### config.mk
export PLATFORM = sky130hd
export DESIGN_NAME = kcr_queue
export DESIGN_NICKNAME = d
export VERILOG_FILES = /design/src/rtl/kcr_pkg.sv /design/src/rtl/kcr_queue.sv
export SDC_FILE = /design/constraint.sdc
export NUM_CORES = 1
export LEC_CHECK = 0
export CAP_MARGIN = 20
export CORE_ASPECT_RATIO = 1.1
export CORE_MARGIN = 1.5
export CORE_UTILIZATION = 50
export CTS_CLUSTER_SIZE = 30
export DETAILED_ROUTE_END_ITERATION = 12
export DONT_BUFFER_PORTS = 1
export PLACE_DENSITY = 0.74
export SLEW_MARGIN = 30
export SYNTH_ARGS = -nofsm -noshare
export SYNTH_HDL_FRONTEND = slang
export SYNTH_SLANG_ARGS = --single-unit
### constraint.sdc
create_clock -name clk -period 4.4 [get_ports clk]
set_input_delay 0.44 -clock clk [delete_from_list [all_inputs] [get_ports clk]]
set_output_delay 0.44 -clock clk [all_outputs]
set_load 0.02 [all_outputs]
### src/rtl/kcr_pkg.sv
// ----------------------------------------------------------------------------
// kcr_pkg
// Shared types and constants for the keyframe color ramp.
// ----------------------------------------------------------------------------
`default_nettype none
package kcr_pkg;
  localparam int MaxKeys   = 6;
  localparam int TimeBits  = 16;
  localparam int KeyBits   = 48;
  localparam int CntBits   = 3;
  localparam int IdxBits   = 3;
  localparam int QueueDepth = 2;
  // Product (t-ta)*(b-a): 16 x 9 signed magnitude, kept as magnitude.
  localparam int ProdBits  = TimeBits + 8;

  localparam logic [KeyBits-1:0] KeyReset = 48'h01F4_FFFF_FFFF;
  localparam logic [CntBits-1:0] CountReset = 3'd2;

  localparam logic [IdxBits-1:0] RegCount = 3'd0;

  typedef logic [KeyBits-1:0] key_t;

  // Item handed from the segment finder to the interpolator.
  typedef struct packed {
    logic                in_range;
    logic                flat;
    logic [TimeBits-1:0] dt;
    logic [TimeBits-1:0] span;
    logic [31:0]         color_a;
    logic [31:0]         color_b;
  } seg_item_t;

  // Per-channel lane state inside the divider pipeline.
  typedef struct packed {
    logic                neg;
    logic [7:0]          a;
    logic [ProdBits-1:0] rem;
    logic [ProdBits-1:0] quo;
  } lane_t;

  // Per-item sideband through the divider pipeline.
  typedef struct packed {
    logic                in_range;
    logic                flat;
    logic [TimeBits-1:0] span;
  } side_t;
endpackage
`default_nettype wire

### src/rtl/kcr_queue.sv
// ----------------------------------------------------------------------------
// kcr_queue
// Short queue between the segment finder and the interpolator.
// ----------------------------------------------------------------------------
`default_nettype none
module kcr_queue
  import kcr_pkg::*;
(
  input  wire logic      clk,
  input  wire logic      rst,
  input  wire logic      in_valid,
  output logic           in_ready,
  input  wire seg_item_t in_item,
  output logic           out_valid,
  input  wire logic      out_ready,
  output seg_item_t      out_item
);
  seg_item_t slots [QueueDepth];
  logic wr_ptr, rd_ptr;
  logic [1:0] fill;
  logic push, pop;

  assign in_ready  = fill != 2'(QueueDepth);
  assign out_valid = fill != 2'd0;
  assign out_item  = slots[rd_ptr];
  assign push = in_valid && in_ready;
  assign pop  = out_valid && out_ready;

  always_ff @(posedge clk) begin
    if (rst) begin
      wr_ptr <= 1'b0;
      rd_ptr <= 1'b0;
      fill   <= 2'd0;
    end else begin
      if (push) wr_ptr <= !wr_ptr;
      if (pop) rd_ptr <= !rd_ptr;
      fill <= fill + 2'(push) - 2'(pop);
    end
  end

  always_ff @(posedge clk) begin
    if (push) slots[wr_ptr] <= in_item;
  end
endmodule
`default_nettype wire

After elaboration in Yosys (flattened, before gate mapping). Memory sizes are Yosys's and may differ from the RTL's. A register that Yosys moved wholly into a read port is not among the register bits. Index checks and enable logic that the tools add are counted.

Register bits: 4. Memory bits (writable): 196. Bits of input ports: 102. Output and inout port bits: 100. Word-level logic and storage cells: 16. Memories: 1.

$add $sub $neg: 2. Equality and inequality tests: 1. Multiplexer cells: 4. Reduce and logical (&&, ||, !) cells: 5.

Memory list: slots (depth 2, bits a word 98, read ports 1, clocked after Yosys merged registers in 1, write ports 1, line kcr_queue.sv:18) `seg_item_t slots [QueueDepth];`.

Operators by type and width (count): 1-bit 2-to-1 mux (4); 2-bit by 1-bit adder with 2-bit output (1); 1-bit logical AND (2); 1-bit zero test (2); 2-bit != test, second input constant (1); 2-bit nonzero test (1); 2-bit by 1-bit subtractor with 2-bit output (1).

Depth between registers and ports, before layout. Gate-level depths: netlist of run 1.

Word-level depth: 4. Mapped depth: 6. Depth with buffers taken out: 6.

Least setup slack after synthesis of run 1. No wires, ideal clock.

Kind: flip-flop to flip-flop. From: register fill[0]. To: memory slots[1][0] (netlist name), enable pin. Arrival: 3039 ps. Setup slack: 892 ps. Cell stages (with the launch flop): 3. Clock period less this slack: 3508 ps. Cells stage by stage: dfxtp_1 > nand2b_1 > and3_1.

Word-level cells in the longest chain between the ends: 4.

RTL lines: from (decl) (line kcr_queue.sv:20) `logic [1:0] fill;`; from (signal assigned) (line kcr_queue.sv:37) `fill <= fill + 2'(push) - 2'(pop);`; 2-bit != test (line kcr_queue.sv:23) `assign in_ready = fill != 2'(QueueDepth);`; net in_ready (line kcr_queue.sv:12) `output logic in_ready,`; 1-bit logical AND (line kcr_queue.sv:26) `assign push = in_valid && in_ready;`; 1-bit 2-to-1 mux (line kcr_queue.sv:42) `if (push) slots[wr_ptr] <= in_item;`; 1-bit 2-to-1 mux (implied by the code) (line kcr_queue.sv:42); to (decl) (line kcr_queue.sv:18).

The timed path passes the listed nets, and every way through them passes these cells.

==> PnR_summary.wiki, run 1 <==
{| class="wikitable"
! Metric !! Value
|-
| Outcome || complete, no violations
|-
| CTS H-tree lvls || 1
|-
| Via Count || 2,994
|-
| Relative slew slack || 0.5028
|-
| Number of distinct standard cells referenced by the synthesized netlist || 24
|-
| Mean number of vias per cell || 5.395
|-
| Buffer count from post-CTS setup fixing || 0
|-
| Top post-synthesis cells by area || edfxtp_1, mux2_2, mux2_4
|-
| Final total power || 4.930 mW
|-
| Number of cells on the worst reg-to-reg path || 4
|-
| Global-route wire length before repair || 16.39 mm
|-
| Number of input and output port buffers inserted || 0
|-
| Net load switching power || 1.299 mW
|-
| Initial antenna violation count || 0
|-
| Max Fclk || 381.4 MHz
|-
| Count of pins on the block boundary || 202
|-
| Cts hold-fix bufs || 0
|-
| Unrepaired setup endpoints after global routing || false
|-
| Area of the die || 15,550 um2
|-
| Core region area || 14,450 um2
|-
| Met3 wirelength from detailed routing || 1.590 mm
|-
| Sum of overflow across all layers after global routing || 0
|-
| Pin count of the biggest net entering global routing || 81
|-
| Worst hold path depth || 1
|-
| Max Used Layer || met4
|-
| Clk network pwr share || 0.329
|-
| Post-Synthesis Net Count || 437
|-
| Max-cap check violation count || 0
|-
| Power density of the placed cells || 597.1 nW/um2
|-
| Hold Fails Final Rpt || 0
|-
| Placed Area || 7614 um2
|-
| Maximum count of clock buffers along a single path || 3
|-
| Starting density of the core || 0.5126
|-
| Synth Cell Area || 7405 um2
|-
| Area overhead of the layout relative to synthesis || 11.51%
|-
| Leakage Power || 2.707 nW
|-
| Most common library cell in the layout ignoring fill and taps || edfxtp_1
|-
| CTS root buffer || clkbuf_16
|-
| Number of standard cells in the final layout excluding fillers || 555
|-
| Dominant synthesized flop cell || edfxtp_1
|-
| Horizontal extent of the die || 119.0 um
|-
| Endpoint required time on the critical path || 3.96 ns
|-
| Combinational power share || 0.181
|-
| Largest area contributor in the synthesized netlist || edfxtp_1
|-
| Switching part of the total || 0.2635
|-
| Data arrival time at the worst-slack endpoint || 2.18 ns
|-
| Pre-antenna DRT Iters || 4
|-
| Final HPWL from detailed placement || 7.429 mm
|-
| Max Transition Viols Final || 0
|-
| Cell-by-cell trace of the critical path || buf_4 > mux2_2
|-
| Worst path max stage delay || 0.71 ns
|-
| Vertical extent of the die || 130.6 um
|-
| Internal power of the cells || 3.631 mW
|-
| CP Capture Type || output pin
|-
| Number of sinks handled by clock tree synthesis || 201
|-
| Fraction of layout instances using a drive strength above 1 || 0.3747
|-
| Post-CTS clock slew at the launch and capture registers of the worst setup and hold paths || 0.06 ns
|-
| Setup TNS Final || 0 ns
|-
| Share of Yosys cell area claimed by the top area cell type || 0.7949
|-
| Remaining antenna violation count after routing || 0
|-
| Ant. Diodes || 0
|-
| Site Rows || 46
|-
| Syn Area/Cell || 22.17 um2
|-
| Most used cells in the layout excluding fill and tap cells || edfxtp_1, mux2_2, clkbuf_16
|-
| Path category of the worst min-delay check || input port to flop
|-
| Number of global-route vias before repair || 3,032
|-
| Post-synthesis async set-or-reset flop share || 0
|-
| DRT Wirelength || 11.44 mm
|-
| Portion of the post-synthesis area used by sequential elements || 0.8084
|-
| Crit path kind || flop to output pin
|-
| Critical register-to-register path startpoint || fill[0]$_SDFF_PP0_
|-
| DRT iter0 DRCs || 133
|-
| Total non-filler cell area in the finished layout || 8257 um2
|-
| Number of storage elements in the synthesis netlist || 201
|-
| Drt drc || 0
|-
| Biggest fanout along the worst timing path || 41
|-
| Number of warnings printed during yosys synthesis || 0
|-
| Placed Cells incl. Taps || 520
|-
| TritonCTS clock tree || done
|-
| Share of total power in sequential cells || 0.489
|-
| Overall Global Routing Usage || 0.1381
|-
| Count of flip-flops with a built-in enable after synthesis || 196
|-
| Layout Skew || 0.009052 ns
|-
| Top delay family on crit path || flip-flops
|-
| Min cycle time layout || 2.622 ns
|-
| Post-layout nets || 453
|-
| RD Place Congestion || 0.6619
|-
| Final-report setup violation count || 0
|-
| Post-CTS Resized || 0
|-
| Clk Latency, worst-skew pair || 0.47 ns
|-
| Met2 wire length || 5.767 mm
|-
| Slew at the pin with the worst max-slew slack || 0.7458 ns
|-
| Worst ir drop on vdd || 0.4895 mV
|-
| Number of buffers added by the clock tree synthesis step || 20
|-
| Slowest stage cell on the critical path || dfxtp_4
|-
| Total buffers and inverters traversed by the critical path || 1
|-
| Stages on worst setup path || 2
|-
| Category of the worst setup path launch point || flop
|-
| Worst Min Path Start || rst
|-
| Wire length on met1 || 3.937 mm
|-
| Wire length per cell || 20.61 um
|-
| Part of the cycle the worst path needs || 0.5958
|-
| Synthesized instance count || 334
|}
## metrics by stage
stage | util | hold WS [ns] | setup WS, ns
detailed placement | 0.5270 | 0.4893 | 1.879
finish | 0.5715 | 0.03083 | 1.778
floorplan | - | 0.4725 | 0.8919
CTS | 0.5714 | 0.01001 | 1.730
global route | 0.5715 | 0.003326 | 1.651
global placement | 0.5270 | 0.4851 | 1.964
## worst paths after layout
path | end | slack (ns)
worst min register to register | flop | 0.51
worst max-delay path | out_item[56] | 1.78
worst min-delay path | wr_ptr$_SDFFE_PP0P_ | 0.03
worst max register to register | slots[0][88]$_DFFE_PP_ | 2.06
## synth_stat cells (2+ instances only)
| cell | number |
|---|---|
| mux2_2 | 78 |
| dfxtp_1 | 5 |
| nor2_1 | 4 |
| buf_6 | 4 |
| mux2_4 | 20 |
| o21ai_0 | 2 |
| and3_1 | 2 |
| edfxtp_1 | 196 |
| buf_2 | 7 |
| nor2b_1 | 2 |
## worst register-to-register path, delay by kind of cell (launching register included)
family / cells / cell delay [ns]
simple gates: 2 / 0.54
buf+inv: 2 / 1.03
flops: 1 / 0.43
## final cells by class
cell class / instances / area (um2)
clock buffer: 26 / 544.3
clock inverter: 9 / 96.34
fill: 1058 / 6190
inverter: 1 / 8.758
multi-input combinational: 121 / 1340
sequential: 201 / 5989
tap: 192 / 240.2
timing repair buffer: 5 / 37.54
## kinds of logic after synthesis
family / count (synthesis) / synth area share
AOI/OAI and AO/OA: 6 / 0.005914
adders and majority gates: 1 / 0.001689
DFF: 201 / 0.8084
buffers and inverters: 12 / 0.01132
xor gates and xnor gates: 1 / 0.001183
muxes: 98 / 0.1592
and+or+nand+nor: 15 / 0.01234
## power groups by stage
stage / registers, mW / clock network, mW / logic, mW
2_1_floorplan: 2.41 / 0 / 0.839
3_3_place_gp: 2.45 / 0 / 0.897
3_5_place_dp: 2.46 / 0 / 0.903
4_1_cts: 2.42 / 1.66 / 0.907
5_1_grt: 2.44 / 1.74 / 0.940
6_report: 2.41 / 1.62 / 0.893
## state kept, by name (all words and copies together) (netlist names), named ones only
| signal | cells |
|---|---|
| slots | 196 |
| fill | 2 |
| rd_ptr | 1 |
| wr_ptr | 1 |
## per-layer routing
metal | track usage | vias to the layer above
li1 | - | 1351
met1 | 0.1465 | 1474
met2 | 0.2373 | 151
met3 | 0.07726 | 18
met4 | 0.04252 | 0
met5 | 0 | -
No activity file was read; power rests on OpenSTA's default activity.
==> inputs of run 2 (changes only) <==
clock period = 2.45 ns   (was 4.4 ns; I/O delays follow)
==> run 2 against run 1 <==
Effect of this change:
- sequential power increased by 78%
- clock-buffer cell count fell by 3
- clock skew down 0.0029 ns
- via count is 14% higher
- die area unchanged
- non-clock buffer count is 102 higher
- hold slack improved by 0.0053 ns
- sequential share of layout area fell by 8.4 points
- utilization rose by 7.5 points
- critical path type unchanged
==> PnR_summary.wiki, run 2 (synthesized netlist as in run 1, its figures left out) <==
{| class="wikitable"
! Metric !! Value
|-
| Site Rows || 46 (unchanged)
|-
| Max-cap check violation count || 0 (unchanged)
|-
| Pre-antenna DRT Iters || 4 (unchanged)
|-
| Number of sinks handled by clock tree synthesis || 201 (unchanged)
|-
| Area of combinational cells with multiple inputs || 1348 um2 (+0.56%)
|-
| Horizontal extent of the die || 119.0 um (unchanged)
|-
| Final-layout fill cell count || 954 (-9.8%)
|-
| TritonCTS clock tree || done
|-
| Count of pins on the block boundary || 202 (unchanged)
|-
| CTS H-tree lvls || 1 (unchanged)
|-
| Number of buffers added by the clock tree synthesis step || 20 (unchanged)
|-
| Sum of overflow across all layers after global routing || 0 (unchanged)
|-
| Initial antenna violation count || 0 (unchanged)
|-
| Crit path kind || flop to output pin
|-
| Global-route wire length before repair || 19.50 mm (+19%)
|-
| Post-route worst setup slack || 0.4452 ns (-1.333 ns)
|-
| Maximum count of clock buffers along a single path || 3 (unchanged)
|-
| Wire length per cell || 20.38 um (-1.1%)
|-
| Number of global-route vias before repair || 3,689 (+22%)
|-
| Sequential cell area in the final layout || 5992 um2 (about the same)
|-
| RD Place Congestion || 0.6948 (+5.0%)
|-
| Slew at the pin with the worst max-slew slack || 0.5537 ns (-0.1921 ns)
|-
| Worst ir drop on vdd || 0.7386 mV (+51%)
|-
| Biggest fanout along the worst timing path || 47 (+15%)
|-
| Leakage Power || 3.149 nW (+16%)
|-
| Vertical extent of the die || 130.6 um (unchanged)
|-
| Via Count || 3,424 (+14%)
|-
| Power density of the placed cells || 977.6 nW/um2 (+64%)
|-
| Registers with the highest flip-flop counts || slots: 196 flops, fill: 2 flops
|-
| Max Transition Viols Final || 0 (unchanged)
|-
| Worst slack at placement || 0.6168 ns (-1.262 ns)
|-
| Number of input and output port buffers inserted || 0 (unchanged)
|-
| Path category of the worst min-delay check || input port to flop
|-
| Reg with most FFs || slots
|-
| Post-layout nets || 555 (+23%)
|-
| DRT Wirelength || 13.41 mm (+17%)
|-
| Fraction of the core area covered by cells at the end of the flow || 0.6466 (+0.07509)
|-
| Final HPWL from detailed placement || 7.944 mm (+6.9%)
|-
| Buffer count from post-CTS setup fixing || 0 (unchanged)
|-
| Unrepaired setup endpoints after global routing || false
|-
| Final-report setup violation count || 0 (unchanged)
|-
| Most used cells in the layout excluding fill and tap cells || edfxtp_1, dlygate4sd3_1, mux2_2
|-
| Starting density of the core || 0.5126 (unchanged)
|-
| Area overhead of the layout relative to synthesis || 26.16%
|-
| Post-CTS Resized || 0 (unchanged)
|-
| Overall Global Routing Usage || 0.1641 (+0.02597)
|-
| Mean number of vias per cell || 5.204 (-3.5%)
|-
| Pin count of the biggest net entering global routing || 90 (+11%)
|-
| Min cycle time layout || 2.005 ns
|-
| Clk Latency, worst-skew pair || 0.47 ns (about the same)
|-
| Hold Fails Final Rpt || 0 (unchanged)
|-
| Drt drc || 0 (unchanged)
|-
| Part of the cycle the worst path needs || 0.8183
|-
| CTS root buffer || clkbuf_16
|-
| Ant. Diodes || 0 (unchanged)
|-
| Relative slew slack || 0.6309 (+0.1281)
|-
| Most common library cell in the layout ignoring fill and taps || edfxtp_1
|-
| Area of the die || 15,550 um2 (unchanged)
|-
| Endpoint required time on the critical path || 2.20 ns (-1.76 ns)
|-
| Data arrival time at the worst-slack endpoint || 1.76 ns (-0.42 ns)
|-
| DRT iter0 DRCs || 211 (+59%)
|-
| Remaining antenna violation count after routing || 0 (unchanged)
|-
| Fraction of layout instances using a drive strength above 1 || 0.3090 (-0.06564)
|-
| Outcome || complete, no violations
|-
| Core region area || 14,450 um2 (unchanged)
|-
| Category of the worst setup path launch point || flop
|-
| Post-CTS clock slew at the launch and capture registers of the worst setup and hold paths || 0.06 ns (about the same)
|-
| Max Fclk || 498.8 MHz
|-
| Number of flip-flops in the largest register || 196 (unchanged)
|-
| CP Capture Type || output pin
|-
| Layout Skew || 0.006193 ns (-0.002859 ns)
|}
## run 2: cell types whose count changed in the layout (fill, tap and decap cells not counted), moves of 2 or more
cell           before  now
buf_12              0    4
buf_4               5    3
clkbuf_1            5    2
clkinvlp_4          0    3
dfxtp_1             4    2
dfxtp_2             0    2
dlygate4sd3_1       0  100
## run 2: layout make-up
class / count / area share
flip-flops and latches: 201 / 0.6414
inverters: 1 / 0.0008036
well taps: 192 / 0.02572
multi-input cells: 121 / 0.1443
clock inverters: 13 / 0.01259
clock buffers: 23 / 0.05706
repair buffers: 107 / 0.1181
## run 2: path summary, 6_finish.rpt
check | to | slack (ns) | start | depth (start not counted)
worst max register to register | slots[0][58]$_DFFE_PP_ | 0.52 | fill[0]$_SDFF_PP0_ | 4
worst min register to register | rd_ptr$_SDFFE_PP0P_ | 0.52 | rd_ptr$_SDFFE_PP0P_ | 2
worst min-delay path | rd_ptr$_SDFFE_PP0P_ | 0.04 | out_ready | 3
worst max-delay path | out_item[74] | 0.45 | flop | 2
## run 2: what timing repair did
action | 4_1_cts | 5_1_grt
hold endpoints to repair | 201 | 0
endpoints found under the setup margin | 0 | 0
hold buffers | 100 | 0
## run 2: critical path, stage by stage, from the launching register on
cell and delay (ns):
dfxtp_4 0.48, buf_12 0.29, mux2_2 0.45
## run 2: through the flow
stage	total power, mW	setup TNS [ns]	hold slack, ns	std cells	cell area (um2)
6_report	9.132	0	0.03611	658	9341
3_3_place_gp	6.053	0	0.3101	522	7690
4_1_cts	9.223	0	0.01885	658	9341
5_1_grt	9.445	0	0.07142	658	9341
3_5_place_dp	6.104	0	0.3130	522	7690
2_1_floorplan	5.838	-4.417	0.3073	334	7420
## run 2: power by group
group	switching, mW	leakage (nW)	total (mW)	internal [mW]
registers	0.123	1.88	4.30	4.18
logic	1.15	0.959	1.87	0.717
clock network	1.19	0.314	2.97	1.77
total	2.46	3.15	9.13	6.67
## run 2: layer usage
metal	wire, um	track usage	up-vias
li1	-	-	1564
met1	4793	0.1775	1684
met2	7206	0.3053	144
met3	994	0.04470	32
met4	416	0.07016	0
met5	0	0	-
