**src/rtl/kcr_pkg.sv**
```systemverilog
// ----------------------------------------------------------------------------
// kcr_pkg
// Shared types and constants for the keyframe color ramp.
// ----------------------------------------------------------------------------
`default_nettype none
package kcr_pkg;
  localparam int MaxKeys   = 6;
  localparam int TimeBits  = 16;
  localparam int KeyBits   = 48;
  localparam int CntBits   = 3;
  localparam int IdxBits   = 3;
  localparam int QueueDepth = 2;
  // Product (t-ta)*(b-a): 16 x 9 signed magnitude, kept as magnitude.
  localparam int ProdBits  = TimeBits + 8;

  localparam logic [KeyBits-1:0] KeyReset = 48'h01F4_FFFF_FFFF;
  localparam logic [CntBits-1:0] CountReset = 3'd2;

  localparam logic [IdxBits-1:0] RegCount = 3'd0;

  typedef logic [KeyBits-1:0] key_t;

  // Item handed from the segment finder to the interpolator.
  typedef struct packed {
    logic                in_range;
    logic                flat;
    logic [TimeBits-1:0] dt;
    logic [TimeBits-1:0] span;
    logic [31:0]         color_a;
    logic [31:0]         color_b;
  } seg_item_t;

  // Per-channel lane state inside the divider pipeline.
  typedef struct packed {
    logic                neg;
    logic [7:0]          a;
    logic [ProdBits-1:0] rem;
    logic [ProdBits-1:0] quo;
  } lane_t;

  // Per-item sideband through the divider pipeline.
  typedef struct packed {
    logic                in_range;
    logic                flat;
    logic [TimeBits-1:0] span;
  } side_t;
endpackage
`default_nettype wire

```
**src/rtl/kcr_front.sv**
```systemverilog
// ----------------------------------------------------------------------------
// kcr_front
// Accept a query time, pick the first covering segment, register the result.
// ----------------------------------------------------------------------------
`default_nettype none
module kcr_front
  import kcr_pkg::*;
(
  input  wire logic                clk,
  input  wire logic                rst,
  input  wire logic                in_valid,
  output logic                     in_ready,
  input  wire logic [TimeBits-1:0] in_time,
  input  wire logic [CntBits-1:0]  count,
  input  wire key_t                keys [MaxKeys],
  output logic                     out_valid,
  input  wire logic                out_ready,
  output seg_item_t                out_item
);
  seg_item_t item_next;
  logic [CntBits-1:0] n_eff;
  logic [TimeBits-1:0] ta, tb;
  logic found;

  always_comb begin
    n_eff = count;
    if (count < CntBits'(2)) n_eff = CntBits'(2);
    if (count > CntBits'(MaxKeys)) n_eff = CntBits'(MaxKeys);
    item_next = '0;
    found = 1'b0;
    for (int i = 0; i < MaxKeys - 1; i++) begin
      ta = keys[i][47:32];
      tb = keys[i+1][47:32];
      if (!found && (CntBits'(i + 1) < n_eff) && in_time >= ta && in_time <= tb) begin
        found = 1'b1;
        item_next.in_range = 1'b1;
        item_next.flat     = (ta == tb);
        item_next.dt       = in_time - ta;
        item_next.span     = tb - ta;
        item_next.color_a  = keys[i][31:0];
        item_next.color_b  = keys[i+1][31:0];
      end
    end
  end

  // Take nothing while in reset.
  assign in_ready = !rst && (!out_valid || out_ready);

  always_ff @(posedge clk) begin
    if (rst) begin
      out_valid <= 1'b0;
    end else if (in_ready) begin
      out_valid <= in_valid;
    end
  end

  always_ff @(posedge clk) begin
    if (in_ready && in_valid) begin
      out_item <= item_next;
    end
  end
endmodule
`default_nettype wire

```
**config.mk**
```make
export PLATFORM = sky130hd
export DESIGN_NAME = kcr_front
export DESIGN_NICKNAME = d
export VERILOG_FILES = /design/src/rtl/kcr_pkg.sv /design/src/rtl/kcr_front.sv
export SDC_FILE = /design/constraint.sdc
export NUM_CORES = 1
export LEC_CHECK = 0
export BUFFER_PORTS_ARGS = -buffer_cell sky130_fd_sc_hd__clkbuf_2
export CORE_MARGIN = 2
export CORE_UTILIZATION = 49
export CTS_CLUSTER_SIZE = 12
export DETAILED_ROUTE_END_ITERATION = 8
export PLACE_DENSITY = 0.91
export SLEW_MARGIN = 20
export SYNTH_ARGS = -nofsm -noshare
export SYNTH_HDL_FRONTEND = slang
export SYNTH_SLANG_ARGS = --single-unit
```
**constraint.sdc**
```tcl
create_clock -name clk -period 3.01 [get_ports clk]
set_input_delay 0.301 -clock clk [delete_from_list [all_inputs] [get_ports clk]]
set_output_delay 0.301 -clock clk [all_outputs]
set_load 0.005 [all_outputs]
```
==> results of run 1 <==
==> what timing repair did <==
action | CTS
resized for setup | 115
setup buffers | 38
pin swaps | 53
cloned | 11
setup endpoints to repair | 96
hold endpoints to repair | 0
==> cell families after synthesis <==
family                   count (synthesis)  synth area share
flip-flops                              99             0.216
adder cells (fa/ha/maj)                181             0.170
buffers and inverters                  192            0.0609
multiplexers                             4           0.00301
AO/OA/AOI/OAI                          628             0.320
XOR/XNOR                               122            0.0778
AND/OR/NAND/NOR                        430             0.152
==> per-layer routing <==
layer,overflow,GRT usage
met5,0,0.123
met1,0,0.589
met4,1,0.567
met3,0,0.392
met2,1,0.766
==> per-stage QoR <==
stage	worst slack [ps]	cell area (sq um)	utilization
2_1_floorplan	-124	13800	-
3_3_place_gp	-625	19100	0.688
3_5_place_dp	-723	19100	0.688
4_1_cts	-82.2	20400	0.738
==> impl_metrics.toml, run 1 <==
[outcome]
status = "did not finish"
haltStage = "global routing (5_1_grt)"
error = "[ERROR GRT-0116] Global routing finished with congestion. Check the congestion regions in the DRC Viewer."

[synthesis]
ys_warn_count = 0
synth_most_common_cell = "ha_1"
ys.flop_type = "edfxtp_1"
synth_area_leaders = "edfxtp_1, ha_1, a221o_1"
syn_nets = 2148
yosys.area.top_type = "edfxtp_1"
synth.avg_cell_area_sq_um = 8.29
syn-instance-count = 1656
ys_ff_latch = 99
syn_area_sq_um = 13700
synth_top_area_frac = 0.214
synth-edff-count = 98
synth.yosys.seq_area_share = 0.216
synthTopCellsByCount = "ha_1, nand2_1, inv_1, a21oi_1, o21ai_0"
async_reset_ff_frac = 0
synth_cell_type_count = 77

[cts]
cts_num_sinks = 99
cts-root-buf = "clkbuf_16"
htreeDepth = 3
cts_buffers = 9
clockBufferDepth = 2
hold_buffers = 0

[global_route]
grt_pass1_wl_um = 124000
grt_max_degree = 42
overflow = 2
first_global_vias = 21000
grt_use_total = 0.580

[placement]
place_congestion = 1.15
portBuffers = 410
dp.cells = 2764
dp_hpwl_um = 53200

[die]
fp-row-count = 61
die_height_um = 171
start_util = 0.495
ios = 411
die_w_um = 171
==> inputs of run 2 (changes only) <==
- CORE_UTILIZATION: 49 -> 40
- CTS_CLUSTER_SIZE: 12 -> default
- PLACE_DENSITY: 0.91 -> default
- PLACE_DENSITY_LB_ADDON: default -> 0.15
- clock period: 3.01 -> 3.9 ns (I/O delays scaled with it)
==> impl_metrics.toml, run 2 <==
[outcome]
status = "completed"

[synthesis]
synth_xor_area_frac = 0.0778
ys_warn_count = 0
syn-instance-count = 1656
synth-edff-count = 98
ys.flop_type = "edfxtp_1"
synth_most_common_cell = "ha_1"
syn_area_sq_um = 13700
synth_simple_gate_area_share = 0.152
muxShareOfSynthArea = 0.00301
syn_nets = 2148
synthTopCellsByCount = "ha_1, nand2_1, inv_1, a21oi_1, o21ai_0"
synth.yosys.seq_area_share = 0.216
synth_area_leaders = "edfxtp_1, ha_1, a221o_1"
synth_cell_type_count = 77
synth.avg_cell_area_sq_um = 8.29
synth_compound_area_frac = 0.320
synth_top_family_by_area = "compound AO/OA/AOI/OAI gates"
synth-adder-area-share = 0.170
async_reset_ff_frac = 0
ys_ff_latch = 99
synth_top_area_frac = 0.214
yosys.area.top_type = "edfxtp_1"

[route]
drt-total-wl_um = 62300
drc = 0
num_vias = 15500
drt_first_pass_iters = 7
wl_per_cell_um = 24.1
vias_per_cell = 6.00
drt_iter0_drc = 1276
drtAntennaViolNets = 0

[placement]
dp_hpwl_um = 52800
portBuffers = 410
place_congestion = 1.03

[die]
ios = 411
core-area_sq_um = 33700
die_height_um = 189
fp-row-count = 67
dieArea_sq_um = 35800
start_util = 0.407
die_w_um = 189

[power]
power_density_nw_per_um2 = 290
power_leakage_nw = 8.07
total_power_w = 0.00505
ir_drop_uv = 220

[worst_hold_path]
holdCritStartpoint = "rst"
hold_depth = 2
hold_class = "input port to register"
whs_endpoint = "out_valid"

[sta]
max_slew_margin = 0.422
clock.fmax_mhz = 287
tightestPinTransition_ps = 867
setup_viol = 0
hold_viol = 0
drv_slew = 0
rsz0062_at_grt = "no"
period_share = 0.893
period_needed_ps = 3480
skew_ps = 11.5
tns_ps = 0

[cells_and_area]
layout_commonest_cell = "clkbuf_2"
num-nets-final = 2617
area_growth_pct = 26.7
top_register = "out_item"
reg_top3 = "out_item: 98 flops, out_valid: 1 flops"
final_cell_mix = "clkbuf_2, ha_1, nand2_1"
largest_reg_flops = 98
drive_above_1_share = 0.267

[job]
maxCapViolations = 0

[cts]
htreeDepth = 3
cts-root-buf = "clkbuf_16"
tritoncts = "done"
ctsResizeCount = 0
clock_latency_ps = 370
path_clk_slew_ps = 80
cts_setup_buffers = 0
clockBufferDepth = 2
hold_buffers = 0
cts_buffers = 9
cts_num_sinks = 99

[worst_setup_path]
reg2reg_to = "out_item[4]"
cp_max_fo = 52
r2r-start = "out_valid"
rr_worst_depth = 4
path_class = "input port to register"
r2r_slack_ps = 1840
cp-end-kind = "register"
cp-start-kind = "input port"
required_ps = 4130
arrival_ps = 3710

[global_route]
grt_use_total = 0.334
grt_pass1_wl_um = 89400
first_global_vias = 14800
antenna_found_initial = 3
grt_max_degree = 75
overflow = 0
-- run 2: logic make-up (layout without fill, tap and decap cells) --
logic type,count (synthesis),after routing
compound gates,628,628
simple gates,430,430
buf+inv,192,666
fa+ha+maj,181,181
xor+xnor,122,122
flops,99,99
mux,4,4
other cells,0,3
-- run 2: power by group --
part	internal (W)	leakage [nW]	switching (W)	total (W)
combinational	0.00114	6.98	0.00151	0.00266
sequential	0.00132	0.926	0.0000384	0.00136
clock	0.000570	0.162	0.000466	0.00104
total	0.00303	8.07	0.00202	0.00505
-- run 2: metal layers --
metal  up-vias  wire, um  GRT usage
met5         -         0          0
met4         0      3080      0.164
met3       126      4530     0.0499
met2       753     30900      0.598
met1      7322     23800      0.390
li1       7295         -          -
-- run 2: worst max path at each step --
stage                from            to  slack, ps
3_5_place_dp    keys[234]  out_item[29]        110
3_3_place_gp    keys[234]  out_item[29]        130
2_1_floorplan   out_valid   out_item[0]        560
6_report        keys[234]  out_item[29]        420
4_1_cts         keys[234]  out_item[29]        500
5_1_grt        in_time[0]  out_item[33]        300
-- run 2: final cells by class --
cell class	count	area, sq um
fill	3318	16300
antenna	3	7.51
clock buffer	9	225
multi-input combinational	1365	9960
inverter	126	473
clock inverter	7	98.8
timing repair buffer	524	3110
sequential	99	2960
tap	448	561
-- run 2: critical path: stages --
cell and delay [ps]:
clkbuf_2 90, inv_1 80, ha_1 320, buf_4 130, nand2_1 40, o21ai_0 570, o21bai_1 230, o21ai_1 120
buf_4 150, a31o_2 270, nor2_4 230, buf_12 280, buf_4 250, a22oi_1 100, o21ai_0 230, a221o_1 170
-- run 2: stage by stage --
stage | utilization | worst slack, ps | std cells | hold slack (ps) | area (sq um)
5_1_grt | 0.516 | 297 | 2581 | 213 | 17400
3_3_place_gp | 0.506 | 126 | 2562 | 570 | 17100
2_1_floorplan | - | 556 | 1656 | 462 | 13700
6_report | 0.516 | 416 | 2581 | 192 | 17400
4_1_cts | 0.516 | 502 | 2578 | 189 | 17400
3_5_place_dp | 0.506 | 110 | 2562 | 582 | 17100
(Power assumes the default switching activity.)
==> inputs of run 3 (changes only) <==
- clock period: 3.9 -> 3.6 ns (I/O delays scaled with it)
==> impl_metrics.toml, run 3 (synthesis results as in run 2) <==
[outcome]
status = "completed"

[cts]
hold_buffers = 0
cts-root-buf = "clkbuf_16"
clockBufferDepth = 2
cts_num_sinks = 99
cts_buffers = 9
tritoncts = "done"
clock_latency_ps = 370
cts_setup_buffers = 0
ctsResizeCount = 0
path_clk_slew_ps = 70
htreeDepth = 3

[cells_and_area]
area_growth_pct = 31.1
fillers = 3360
final_cell_mix = "clkbuf_2, buf_4, ha_1"
largest_reg_flops = 98
layout_commonest_cell = "clkbuf_2"
drive_above_1_share = 0.296
top_register = "out_item"
final_core_util = 0.534
reg_top3 = "out_item: 98 flops, out_valid: 1 flops"
num-nets-final = 2706

[die]
ios = 411
start_util = 0.407
die_w_um = 189
dieArea_sq_um = 35800
core-area_sq_um = 33700
fp-row-count = 67
die_height_um = 189

[global_route]
grt_use_total = 0.342
first_global_vias = 15400
overflow = 0
grt_pass1_wl_um = 92000
grt_max_degree = 51
antenna_found_initial = 4

[route]
drc = 0
num_vias = 15900
drt-total-wl_um = 63600
vias_per_cell = 5.94
dr_wl_met3_um = 4410
drtAntennaViolNets = 0
wl_per_cell_um = 23.8
dr.max_layer_used = "met4"
wl_met1_um = 24900
wl_met2_um = 30800
drt_iter0_drc = 1180
drt_first_pass_iters = 6

[placement]
dp_hpwl_um = 54000
place_ws_ps = -235
place_congestion = 1.06
portBuffers = 410

[sta]
period_needed_ps = 3470
skew_ps = 5.74
hold_slack_ps = 162
max_slew_margin = 0.480
tightestPinTransition_ps = 781
tns_ps = 0
rsz0062_at_grt = "no"
setup_ws_ps = 128
period_share = 0.965
drv_slew = 0
clock.fmax_mhz = 288
hold_viol = 0
setup_viol = 0

[worst_setup_path]
cp-end-kind = "register"
crit_path_frequent_cell = "o31a_1"
cp-start-kind = "input port"
crit_family = "compound AO/OA/AOI/OAI gates"
crit_chain = "clkbuf_2 -> inv_1 -> ha_1 -> fa_1 -> nor2b_1 -> o31a_1 -> o31a_1 -> o31a_1 -> a311oi_4 -> buf_4 -> buf_12 -> buf_4 -> o21ai_0 -> a221o_1"
cp_max_fo = 50
arrival_ps = 3590
required_ps = 3720
crit_path_max_incr_delay_ps = 440
path_class = "input port to register"
crit_buf_inv = 5
crit_slowest_cell = "a311oi_4"

[power]
ir_drop_uv = 248
power_leakage_nw = 8.48
power_density_nw_per_um2 = 308

[worst_hold_path]
hold_class = "input port to register"

[job]
maxCapViolations = 0
-- run 3: cell count changes in the layout (fill, tap and decap cells not counted) --
cell,previous run,this run
a221oi_2,0,1
clkinvlp_4,0,1
clkinv_2,2,1
bufinv_16,2,1
clkinv_4,1,0
clkbuf_1,0,2
inv_6,1,2
buf_6,0,1
buf_4,98,190
inv_8,1,0
buf_12,16,12
a221oi_1,12,11
-- run 3: per-stage QoR --
stage,std cells,power (W),instance area [sq um]
2_1_floorplan,1656,0.00318,13700
6_report,2670,0.00554,18000
5_1_grt,2669,0.00583,18000
3_5_place_dp,2651,0.00445,17700
3_3_place_gp,2651,0.00443,17700
4_1_cts,2667,0.00550,18000
-- run 3: where the power goes --
part           switching [W]  total [W]  leakage, nW  internal, W
Combinational        0.00168    0.00302         7.41      0.00134
Clock               0.000503    0.00105        0.141     0.000546
Sequential         0.0000422    0.00147        0.926      0.00143
-- run 3: layout make-up --
class,count,area (sq um),share of cell area
diodes,3,7.51,0.000417
flip-flops and latches,99,2960,0.165
clock buffers,11,233,0.0129
clock inverters,5,60.1,0.00334
multi-input cells,1365,9960,0.554
well taps,448,561,0.0312
inverters,126,473,0.0263
repair buffers,613,3730,0.207
-- run 3: routing by layer --
metal / track usage / vias up
li1: - / 7469
met1: 0.405 / 7489
met2: 0.603 / 769
met3: 0.0463 / 134
met4: 0.176 / 0
met5: 0 / -
-- run 3: path summary, 6_finish.rpt --
kind                                  from           end  slack (ps)  cells past startpoint
worst max-delay path            in_time[0]  out_item[16]         130                     14
worst min-delay path                   rst     out_valid         160                      2
worst max register to register   out_valid  out_item[89]        1590                      4
worst min register to register   out_valid     out_valid         610                      3
==> inputs of run 4 (changes only) <==
- GPL_TIMING_DRIVEN: default -> 0
- clock period: 3.6 -> 3.7 ns (I/O delays scaled with it)
==> impl_metrics.toml, run 4 (synthesis results as in run 2) <==
[die]
ios = 411
dieArea_sq_um = 35800
die_height_um = 189
core-area_sq_um = 33700
die_w_um = 189
fp-row-count = 67
start_util = 0.407

[cts]
htreeDepth = 3
clock_latency_ps = 370
clockBufferDepth = 2
cts-root-buf = "clkbuf_16"
cts_num_sinks = 99
tritoncts = "done"
path_clk_slew_ps = 80
hold_buffers = 0
cts_buffers = 9

[global_route]
grt_util_met2 = 0.638
overflow = 0
grt_max_degree = 53
busiest_layer = "met2"
grt_use_total = 0.355
grt_pass1_wl_um = 94600
grt_use_met1 = 0.413
antenna_found_initial = 5
use_met3 = 0.0469
first_global_vias = 15300

[worst_setup_path]
r2r-start = "out_valid"
cp-end-kind = "register"
crit_chain = "clkbuf_2 -> clkinvlp_4 -> ha_1 -> fa_1 -> nor2b_2 -> o31a_1 -> o31a_1 -> o31a_1 -> a311oi_4 -> buf_6 -> a211oi_4 -> and3_1 -> buf_6 -> buf_6 -> buf_8 -> a22oi_1"
crit_path_max_incr_delay_ps = 410
path_class = "input port to register"
cp-start-kind = "input port"
crit_family = "compound AO/OA/AOI/OAI gates"
cp_max_fo = 10
arrival_ps = 3770
required_ps = 3780
crit_buf_inv = 6
rr_worst_depth = 4
r2r_slack_ps = 1730
reg2reg_to = "out_item[73]"
crit_slowest_cell = "fa_1"

[sta]
period_needed_ps = 3700
hold_slack_ps = 160
max_slew_margin = 0.425
clock.fmax_mhz = 271
setup_viol = 0
skew_ps = 19.3
tns_ps = 0
drv_slew = 0
period_share = 0.999
tightestPinTransition_ps = 852
hold_viol = 0
rsz0062_at_grt = "yes"

[cells_and_area]
final_cell_mix = "clkbuf_2, ha_1, nand2_1"
multi_input_area_sq_um = 10200
layout_commonest_cell = "clkbuf_2"
largest_reg_flops = 98
num-nets-final = 2587
top_register = "out_item"
fillers = 3338
area_growth_pct = 25.9
reg_top3 = "out_item: 98 flops, out_valid: 1 flops"
ff_latch_area_sq_um = 2960
drive_above_1_share = 0.270

[route]
wl_per_cell_um = 25.8
vias_per_cell = 6.17
drt-total-wl_um = 66000
drt_iter0_drc = 1448
num_vias = 15800
drt_first_pass_iters = 6
drc = 0
drtAntennaViolNets = 0

[placement]
portBuffers = 410
place_congestion = 0.990
dp_hpwl_um = 54700

[worst_hold_path]
hold_class = "input port to register"
holdCritStartpoint = "rst"
hold_depth = 2
whs_endpoint = "out_valid"

[outcome]
status = "completed"

[power]
power_density_nw_per_um2 = 312
ir_drop_uv = 255
power_leakage_nw = 7.91

[job]
maxCapViolations = 0
-- run 4: changes by cell type in the layout (fill, tap and decap cells not counted), sizes merged --
| cell | before | now |
|---|---|---|
| diode | 3 | 6 |
| buf | 203 | 58 |
| inv | 128 | 126 |
| clkinvlp | 1 | 2 |
| clkbuf | 421 | 447 |
| bufinv | 1 | 2 |
-- run 4: final cells by class --
type                    instances  area share
clock inverters                 5     0.00478
plain buffers                  66      0.0268
well taps                     448      0.0324
flip-flops and latches         99       0.171
inverters                     126      0.0278
diodes                          6    0.000869
multi-input cells            1365       0.593
clock buffers                  11      0.0140
repair buffers                428       0.129
-- run 4: how the worst max path moves through the flow --
stage	slack (ps)	start	cells after the start	end
after floorplan	360	out_valid	3	out_item[0]
after global placement	-1210	in_time[0]	15	out_item[78]
after detailed placement	-1070	in_time[0]	14	out_item[72]
after CTS	-150	in_time[1]	14	out_item[73]
after global routing	-70	in_time[0]	16	out_item[85]
final	3	in_time[0]	16	out_item[85]
-- run 4: timing repair --
action	4_1_cts	5_1_grt
gates cloned	1	0
pin swaps	3	9
setup buffers	4	12
gates resized for setup	55	68
setup endpoints to repair	97	97
-- run 4: per-stage QoR --
step                 util  setup WS [ps]  cells  area [sq um]  power (W)
floorplan               -            356   1656         13700    0.00309
global placement    0.485          -1210   2514         16300    0.00409
detailed placement  0.486          -1070   2515         16400    0.00410
CTS                 0.503           -151   2536         16900    0.00525
global route        0.513          -68.1   2552         17300    0.00562
finish              0.513           3.27   2554         17300    0.00539
-- run 4: layer usage --
| layer | wire length, um | share of wire | up-vias |
|---|---|---|---|
| li1 | - | - | 7238 |
| met1 | 25100 | 0.38 | 7531 |
| met2 | 32400 | 0.49 | 832 |
| met3 | 4760 | 0.072 | 167 |
| met4 | 3660 | 0.056 | 0 |
| met5 | 0 | 0 | - |
-- run 4: power breakdown --
group	internal [W]	switching (W)
Combinational	0.00117	0.00171
Clock	0.000616	0.000470
Sequential	0.00139	0.0000388
